File: config.mk
export PLATFORM = sky130hd
export DESIGN_NAME = aik_ctrl
export DESIGN_NICKNAME = d
export VERILOG_FILES = /design/src/rtl/aik_pkg.sv /design/src/rtl/aik_ctrl.sv
export SDC_FILE = /design/constraint.sdc
export NUM_CORES = 1
export LEC_CHECK = 0
export ABC_CLOCK_PERIOD_IN_PS = 2270
export BUFFER_PORTS_ARGS = -buffer_cell sky130_fd_sc_hd__buf_2
export CAP_MARGIN = 30
export CORE_MARGIN = 4
export CORE_UTILIZATION = 50
export DETAILED_ROUTE_END_ITERATION = 16
export GPL_ROUTABILITY_DRIVEN = 0
export PLACE_DENSITY_LB_ADDON = 0.12
export SLEW_MARGIN = 30
export SYNTH_ARGS = -nofsm -noshare
export SYNTH_HDL_FRONTEND = slang
export SYNTH_SLANG_ARGS = --single-unit
File: constraint.sdc
create_clock -name i_clk -period 2.27 [get_ports i_clk]
set_input_delay 0.5675 -clock i_clk [delete_from_list [all_inputs] [get_ports i_clk]]
set_output_delay 0.5675 -clock i_clk [all_outputs]
set_load 0.05 [all_outputs]
File: src/rtl/aik_pkg.sv
// Shared types, codes and constants of the two-link arm solver.
// Used by the CORDIC, datapath, sequencer and top modules; depends on nothing.
package aik_pkg;

    typedef struct packed {
        logic signed [15:0] target_x;
        logic signed [15:0] target_y;
        logic signed [15:0] target_z;
        logic        [5:0]  step_count;
    } t_in_req;

    typedef struct packed {
        logic signed [19:0] upper_angle;
        logic signed [19:0] fore_angle;
        logic               is_last;
    } t_out_res;

    localparam logic [1:0] CFG_BASE_HEIGHT = 2'd0;
    localparam logic [1:0] CFG_UPPER_ARM   = 2'd1;
    localparam logic [1:0] CFG_FORE_ARM    = 2'd2;
    localparam logic [1:0] CFG_MOVE_THR    = 2'd3;

    localparam logic [4:0] CORDIC_LAST = 5'd22;
    localparam logic signed [26:0] DEG90_Q16  = 27'sd5898240;
    localparam logic signed [26:0] DEG180_Q16 = 27'sd11796480;

    typedef enum logic [4:0] {
        S_IDLE, S_PREP,
        S_SQ_AREA, S_SQ_AREA_W, S_SQ_REACH, S_SQ_REACH_W,
        S_COR_INNER, S_COR_INNER_W, S_COR_SIDE, S_COR_SIDE_W,
        S_COR_ELEV, S_COR_ELEV_W,
        S_ANGLES, S_DIV, S_DIV_W, S_STEP, S_FIRST, S_LAST
    } t_ctrl_state;

    typedef enum logic [3:0] {
        MUL_NONE, MUL_TX, MUL_TY, MUL_HGT, MUL_SPAN, MUL_GAP,
        MUL_LA, MUL_LB, MUL_LALB, MUL_DEN, MUL_CNUM
    } t_mul_sel;

    typedef enum logic [3:0] {
        ST_NONE, ST_REACH, ST_REACH_ADD, ST_DIST, ST_SPAN2, ST_GAP2,
        ST_LA2, ST_LB2, ST_DEN, ST_RAD, ST_RAD_SUB
    } t_st_sel;

    typedef enum logic {SQ_AREA, SQ_REACH} t_sq_sel;

    typedef enum logic [1:0] {COR_INNER, COR_SIDE, COR_ELEV} t_cor_sel;

    typedef struct packed {
        logic     load;
        t_mul_sel mul_sel;
        t_st_sel  st_sel;
        logic     cnum_calc;
        logic     sq_start;
        logic     sq_store;
        t_sq_sel  sq_sel;
        logic     cor_start;
        logic     cor_store;
        t_cor_sel cor_sel;
        logic     angles;
        logic     div_start;
        logic     emit_step;
        logic     emit_first;
        logic     emit_last;
    } t_ctrl_cmd;

    typedef struct packed {
        logic out_range;
        logic moved;
        logic sq_done;
        logic cor_done;
        logic div_done;
        logic out_free;
        logic last_step;
    } t_dp_status;

    function automatic logic [21:0] atan_q16(input logic [4:0] idx);
        logic [21:0] v;
        case (idx)
            5'd0:  v = 22'd2949120;
            5'd1:  v = 22'd1740967;
            5'd2:  v = 22'd919879;
            5'd3:  v = 22'd466945;
            5'd4:  v = 22'd234379;
            5'd5:  v = 22'd117304;
            5'd6:  v = 22'd58666;
            5'd7:  v = 22'd29335;
            5'd8:  v = 22'd14668;
            5'd9:  v = 22'd7334;
            5'd10: v = 22'd3667;
            5'd11: v = 22'd1833;
            5'd12: v = 22'd917;
            5'd13: v = 22'd458;
            5'd14: v = 22'd229;
            5'd15: v = 22'd115;
            5'd16: v = 22'd57;
            5'd17: v = 22'd29;
            5'd18: v = 22'd14;
            5'd19: v = 22'd7;
            5'd20: v = 22'd4;
            5'd21: v = 22'd2;
            5'd22: v = 22'd1;
            default: v = 22'd0;
        endcase
        return v;
    endfunction

endpackage

File: src/rtl/aik_ctrl.sv
// Sequencer of the solver: issues multiply, root, angle, divide and emit commands.
// Depends on aik_pkg.
module aik_ctrl import aik_pkg::*; (
    input  logic       i_clk,
    input  logic       i_rst_n,
    input  logic       i_in_valid,
    output logic       o_in_ready,
    input  t_dp_status i_stat,
    output t_ctrl_cmd  o_cmd
);
    t_ctrl_state r_state, n_state;
    logic [3:0]  r_cnt, n_cnt;

    always_ff @(posedge i_clk) begin
        if (!i_rst_n) begin
            r_state <= S_IDLE;
            r_cnt   <= '0;
        end else begin
            r_state <= n_state;
            r_cnt   <= n_cnt;
        end
    end

    always_comb begin
        n_state = r_state;
        n_cnt   = (r_state == S_PREP) ? r_cnt + 4'd1 : 4'd0;
        unique case (r_state)
            S_IDLE:        if (i_in_valid) n_state = S_PREP;
            S_PREP: begin
                if (r_cnt == 4'd8 && i_stat.out_range) begin
                    n_state = S_IDLE;
                end else if (r_cnt == 4'd11) begin
                    n_state = S_SQ_AREA;
                end
            end
            S_SQ_AREA:     n_state = S_SQ_AREA_W;
            S_SQ_AREA_W:   if (i_stat.sq_done) n_state = S_SQ_REACH;
            S_SQ_REACH:    n_state = S_SQ_REACH_W;
            S_SQ_REACH_W:  if (i_stat.sq_done) n_state = S_COR_INNER;
            S_COR_INNER:   n_state = S_COR_INNER_W;
            S_COR_INNER_W: if (i_stat.cor_done) n_state = S_COR_SIDE;
            S_COR_SIDE:    n_state = S_COR_SIDE_W;
            S_COR_SIDE_W:  if (i_stat.cor_done) n_state = S_COR_ELEV;
            S_COR_ELEV:    n_state = S_COR_ELEV_W;
            S_COR_ELEV_W:  if (i_stat.cor_done) n_state = S_ANGLES;
            S_ANGLES:      n_state = i_stat.moved ? S_DIV : S_FIRST;
            S_DIV:         n_state = S_DIV_W;
            S_DIV_W:       if (i_stat.div_done) n_state = S_STEP;
            S_STEP:        if (i_stat.out_free && i_stat.last_step) n_state = S_LAST;
            S_FIRST:       if (i_stat.out_free) n_state = S_LAST;
            S_LAST:        if (i_stat.out_free) n_state = S_IDLE;
            default:       n_state = S_IDLE;
        endcase
    end

    always_comb begin
        o_cmd            = '0;
        o_cmd.mul_sel    = MUL_NONE;
        o_cmd.st_sel     = ST_NONE;
        o_cmd.sq_sel     = SQ_AREA;
        o_cmd.cor_sel    = COR_INNER;
        o_in_ready       = (r_state == S_IDLE);
        o_cmd.load       = (r_state == S_IDLE) && i_in_valid;
        unique case (r_state)
            S_PREP: begin
                unique case (r_cnt)
                    4'd0:  o_cmd.mul_sel = MUL_TX;
                    4'd1:  begin o_cmd.mul_sel = MUL_TY;   o_cmd.st_sel = ST_REACH;     end
                    4'd2:  begin o_cmd.mul_sel = MUL_HGT;  o_cmd.st_sel = ST_REACH_ADD; end
                    4'd3:  begin o_cmd.mul_sel = MUL_SPAN; o_cmd.st_sel = ST_DIST;      end
                    4'd4:  begin o_cmd.mul_sel = MUL_GAP;  o_cmd.st_sel = ST_SPAN2;     end
                    4'd5:  begin o_cmd.mul_sel = MUL_LA;   o_cmd.st_sel = ST_GAP2;      end
                    4'd6:  begin o_cmd.mul_sel = MUL_LB;   o_cmd.st_sel = ST_LA2;       end
                    4'd7:  begin o_cmd.mul_sel = MUL_LALB; o_cmd.st_sel = ST_LB2;       end
                    4'd8:  begin o_cmd.st_sel = ST_DEN;    o_cmd.cnum_calc = 1'b1;      end
                    4'd9:  o_cmd.mul_sel = MUL_DEN;
                    4'd10: begin o_cmd.mul_sel = MUL_CNUM; o_cmd.st_sel = ST_RAD;       end
                    4'd11: o_cmd.st_sel = ST_RAD_SUB;
                    default: o_cmd.st_sel = ST_NONE;
                endcase
            end
            S_SQ_AREA:     o_cmd.sq_start = 1'b1;
            S_SQ_AREA_W:   o_cmd.sq_store = i_stat.sq_done;
            S_SQ_REACH:    begin o_cmd.sq_sel = SQ_REACH; o_cmd.sq_start = 1'b1; end
            S_SQ_REACH_W:  begin o_cmd.sq_sel = SQ_REACH; o_cmd.sq_store = i_stat.sq_done; end
            S_COR_INNER:   o_cmd.cor_start = 1'b1;
            S_COR_INNER_W: o_cmd.cor_store = i_stat.cor_done;
            S_COR_SIDE:    begin o_cmd.cor_sel = COR_SIDE; o_cmd.cor_start = 1'b1; end
            S_COR_SIDE_W:  begin o_cmd.cor_sel = COR_SIDE; o_cmd.cor_store = i_stat.cor_done; end
            S_COR_ELEV:    begin o_cmd.cor_sel = COR_ELEV; o_cmd.cor_start = 1'b1; end
            S_COR_ELEV_W:  begin o_cmd.cor_sel = COR_ELEV; o_cmd.cor_store = i_stat.cor_done; end
            S_ANGLES:      o_cmd.angles = 1'b1;
            S_DIV:         o_cmd.div_start = 1'b1;
            S_STEP:        o_cmd.emit_step = i_stat.out_free;
            S_FIRST:       o_cmd.emit_first = i_stat.out_free;
            S_LAST:        o_cmd.emit_last = i_stat.out_free;
            default:       o_cmd.load = o_cmd.load;
        endcase
    end
endmodule

Word-level counts from Yosys, hierarchy flattened
Cells that the tools add are included.
{ "word_totals": {"inputBits": 10, "register_bits": 9, "elab_cells": 85, "output_inout_bits": 23} }
{ "op_classes": {"n_eq_ne": 39, "muxes": 29, "reduce_logical": 14, "add_sub_neg": 1} }
{ "op_table": {"columns": ["cell", "count"], "rows": [
  ["$pmux W5 S18", 1],
  ["$pmux W4 S10", 2],
  ["$mux W5", 13],
  ["$eq A5 B4 Y1 const B", 8],
  ["$eq A5 B3 Y1 const B", 4],
  ["$ne A2 B2 Y1 const B", 10],
  ["$eq A4 B3 Y1 const B", 4],
  ["$eq A4 B4 Y1 const B", 4],
  ["$mux W1", 11],
  ["$reduce_and A11 Y1", 1],
  ["$eq A5 B2 Y1 const B", 2],
  ["$eq A5 B5 Y1 const B", 2],
  ["$reduce_or A2 Y1", 5],
  ["$mux W9", 1],
  ["$eq A4 B2 Y1 const B", 2],
  ["$reduce_or A3 Y1", 2],
  ["$eq A5 B1 Y1 const B", 1],
  ["$logic_not A5 Y1", 1],
  ["$add A4 B1 Y4 const B", 1],
  ["$eq A4 B1 Y1 const B", 1],
  ["$logic_not A4 Y1", 1],
  ["$pmux W2 S2", 1],
  ["$logic_and A1 B1 Y1", 3],
  ["$ne A3 B1 Y1 const B", 1],
  ["$reduce_and A2 Y1", 1]
]} }

Logic depth before layout (Yosys ltp)
{ "depth": {"word_depth": 4, "depth_mapped": 7, "mapped_depth_nobuf": 7} }

Worst setup path before layout
Ideal clock, no wire load.
{ "synth_path": {"kind": "register to output", "start": "reg r_state[1]", "end": "out o_cmd[5] (netlist name)", "path_buffers": 2, "stages_incl_launch_ff": 4, "required_ns": 1.702, "arrival_ns": 2.317, "setup_slack_ns": -0.615, "cell_sequence": "dfxtp_1 -> buf_2 -> clkbuf_1 -> nor4b_1"} }
{ "synth_lines": {"columns": ["item", "line", "rtl"], "rows": [
  ["from (decl)", "aik_ctrl.sv:11", "t_ctrl_state r_state, n_state;"],
  ["from (signal assigned)", "aik_ctrl.sv:19", "r_state <= n_state;"],
  ["to (decl)", "aik_ctrl.sv:9", "output t_ctrl_cmd o_cmd"]
]} }

==> impl_metrics.ini <==
[global_routing]
grt_max_degree = 20
grt_usage_pct = 21.2
antenna_found_initial = 0
grt_overflow_total = 0
grt_pass1_vias = 1040
grt_pass1_wl_um = 4500

[run_status]
status = complete, but fails checks
violations = setup timing

[logic_synthesis]
syn_area_um2 = 982
synth-edff-count = 0
synthXorXnorAreaFrac_pct = 1.78
ys_warn_count = 0
synth_mux_area_share_pct = 3.06
netlist-cell-type-count = 42
netlist_instances = 139
synth_compound_area_share_pct = 25.9
synth_simple_gate_area_share_pct = 38.2
synth_top_area_cell = dfxtp_1
synth_top_area_share_pct = 18.3
ys_async_sr_fraction_pct = 0
ys_ff_latch = 9
synth_top_family_by_area = simple AND/OR/NAND/NOR gates
ys_seq_area_share_pct = 18.3
synth_area_leaders = dfxtp_1 (18%), nor2_1 (6.5%), nand2b_1 (5.7%), ha_1 (5.1%), a21oi_1 (4.1%)
synth_ff_type = dfxtp_1
postSynthAreaPerCell_um2 = 7.07
syn_nets = 153
synth_fa_ha_area_share_pct = 5.10

[critical_path]
cp_max_fo = 5
worstPathArrival_ns = 1.74
required_ns = 1.70
start_kind = flip-flop
endpoint_kind = primary output
slowest_stage = dfxtp_4
slowest_delay_ns = 0.40
critPathKind = reg -> out
crit_chain = ha_4 -> buf_6 -> nor4_4 -> o22ai_1 -> nand2_1 -> a211oi_4 -> buf_6
cp_common_cell = buf_6

[floorplan]
rows = 15
die_y_um = 52.3
core-area_um2 = 1800
dieArea_um2 = 2740
die_x_um = 52.3
ios = 33
start_util_pct = 54.5

[sta]
drv_slew = 0
relSlewSlack_pct = 77.3
hold_viol = 0
finalSetupViolCount = 2
rsz0062_at_grt = true
clock_skew_ns = 0.00235
finalWorstSetupSlack_ns = -0.0369
min_period_ns = 2.31
fin_crit_sh_pct = 102
worst_slew_pin_slew_ns = 0.338
max_freq_mhz = 433

[drt]
drt_iter0_drc = 40
num_vias = 1215
via_per_inst = 5.99
drt_wl_total_um = 3150
firstDrtPassIters = 4
drc = 0
wl_per_cell_um = 15.5
drtAntennaViolNets = 0

[hold_path]
hp-class = reg -> reg

[job]
cap_violations = 0

[power_and_ir_drop]
ir_drop_mv = 0.690
finalPower_mw = 1.30
power_density_nw_per_um2 = 897
leakagePower_nw = 0.603

[placed_design]
port_buffers = 32
hpwl_um = 2060

[cells_and_area]
area_delta_synth_final_pct = 48.0
antenna_cells = 0
finish.utilization_pct = 80.7
n_fill_cell = 120
fin_nets = 193
drive_gt1_share_pct = 44.9

[clocking]
clkLatencyLatePin_ns = 0.25
htreeDepth = 1
clock_sinks = 9
cts_tree = built
clkTransAtPathRegs_ns = 0.06
clockRootBuffer = clkbuf_4
cts_buffers = 3
clk_path_buf_depth = 2
==> cells in the mapped netlist, drive strengths merged, types with 3 or more instances <==
master,number
nor2b,3
buf,4
mux2i,3
nand2,10
a21oi,8
clkbuf,7
nor3,7
nor2,17
inv,6
a211oi,3
o21ai,7
nor3b,3
ha,4
dfxtp,9
nand2b,9
and3,6
nand3,6
==> per-layer routing <==
metal | up-vias | global-route usage [%] | routed length, µm
li1 | 582 | - | -
met1 | 553 | 28.2 | 1380
met2 | 75 | 34.3 | 1440
met3 | 5 | 3.99 | 315
met4 | 0 | 6.38 | 21
met5 | - | 0 | 0
==> power by group <==
part	total [mW]	switching, mW	leakage (nW)	internal [mW]
logic	0.971	0.617	0.513	0.354
registers	0.216	0.0289	0.0751	0.187
clock network	0.116	0.0491	0.0150	0.0673
==> layout make-up <==
class                      instances  area (µm²)  share of cell area (%)
multi-input combinational        113         890                    61.2
inverter                           6        27.5                    1.89
sequential                         9         189                    13.0
timing repair buffer              46         290                    20.0
clock buffer                       4        26.3                    1.81
tap                               25        31.3                    2.15
==> stage by stage <==
stage	area, µm²	hold WS, ns	cells	setup TNS [ns]	setup WS [ns]
2_1_floorplan	1040	0.445	139	-0.147	-0.0736
5_1_grt	1450	0.620	203	-0.187	-0.0827
3_5_place_dp	1250	0.472	194	-0.00306	-0.00306
4_1_cts	1320	0.465	198	0	0.0000451
3_3_place_gp	1250	0.461	194	0	0.0951
6_report	1450	0.581	203	-0.0545	-0.0369
==> critical path, delay by kind of cell (launching register included) <==
kind                       cells  cell delay, ns
DFF                            1            0.40
adders and majority gates      1            0.20
AOI/OAI and AO/OA              2            0.35
buffers and inverters          2            0.32
and+or+nand+nor                2            0.21
==> cells in the final DEF, fill, tap and decap left out, types with 4 or more instances in the layout <==
master and n:
buf_2 28, nor2_1 15, buf_4 13, nand2_1 10, nand2b_1 9, a21oi_1 7, and3_1 6, dfxtp_1 6
nand3_1 5, o21ai_0 5, inv_1 4, ha_4 4, clkbuf_4 4, buf_6 4
==> flip-flops by register name, summed over array words and instances, names as in the netlist <==
signal and flops:
r_cnt 4, r_state 5
==> what timing repair did <==
| item | 4_1_cts | 5_1_grt |
|---|---|---|
| pin swaps | 3 | 6 |
| cloned | 0 | 0 |
| setup endpoints to repair | 4 | 7 |
| resized for setup | 15 | 24 |
| hold buffers | 0 | 0 |
| setup buffers | 0 | 5 |
==> kinds of logic after synthesis <==
logic type | count (synthesis)
XOR/XNOR | 2
buffers and inverters | 17
AO/OA/AOI/OAI | 34
adder cells (fa/ha/maj) | 4
AND/OR/NAND/NOR | 70
flip-flops | 9
multiplexers | 3
==> path summary, 6_finish.rpt <==
kind	startpoint	endpoint	slack [ns]	cells past startpoint
setup reg to reg	r_state[4]$_SDFFE_PN0P_	r_state[4]$_SDFFE_PN0P_	0.47	6
hold / removal	r_cnt[2]$_SDFF_PN0_	r_cnt[2]$_SDFF_PN0_	0.58	2
hold reg to reg	r_cnt[2]$_SDFF_PN0_	r_cnt[2]$_SDFF_PN0_	0.58	2
setup / recovery	r_cnt[0]$_SDFF_PN0_	o_cmd[19]	-0.04	7
Note: power is estimated with default switching activity, not from simulation.
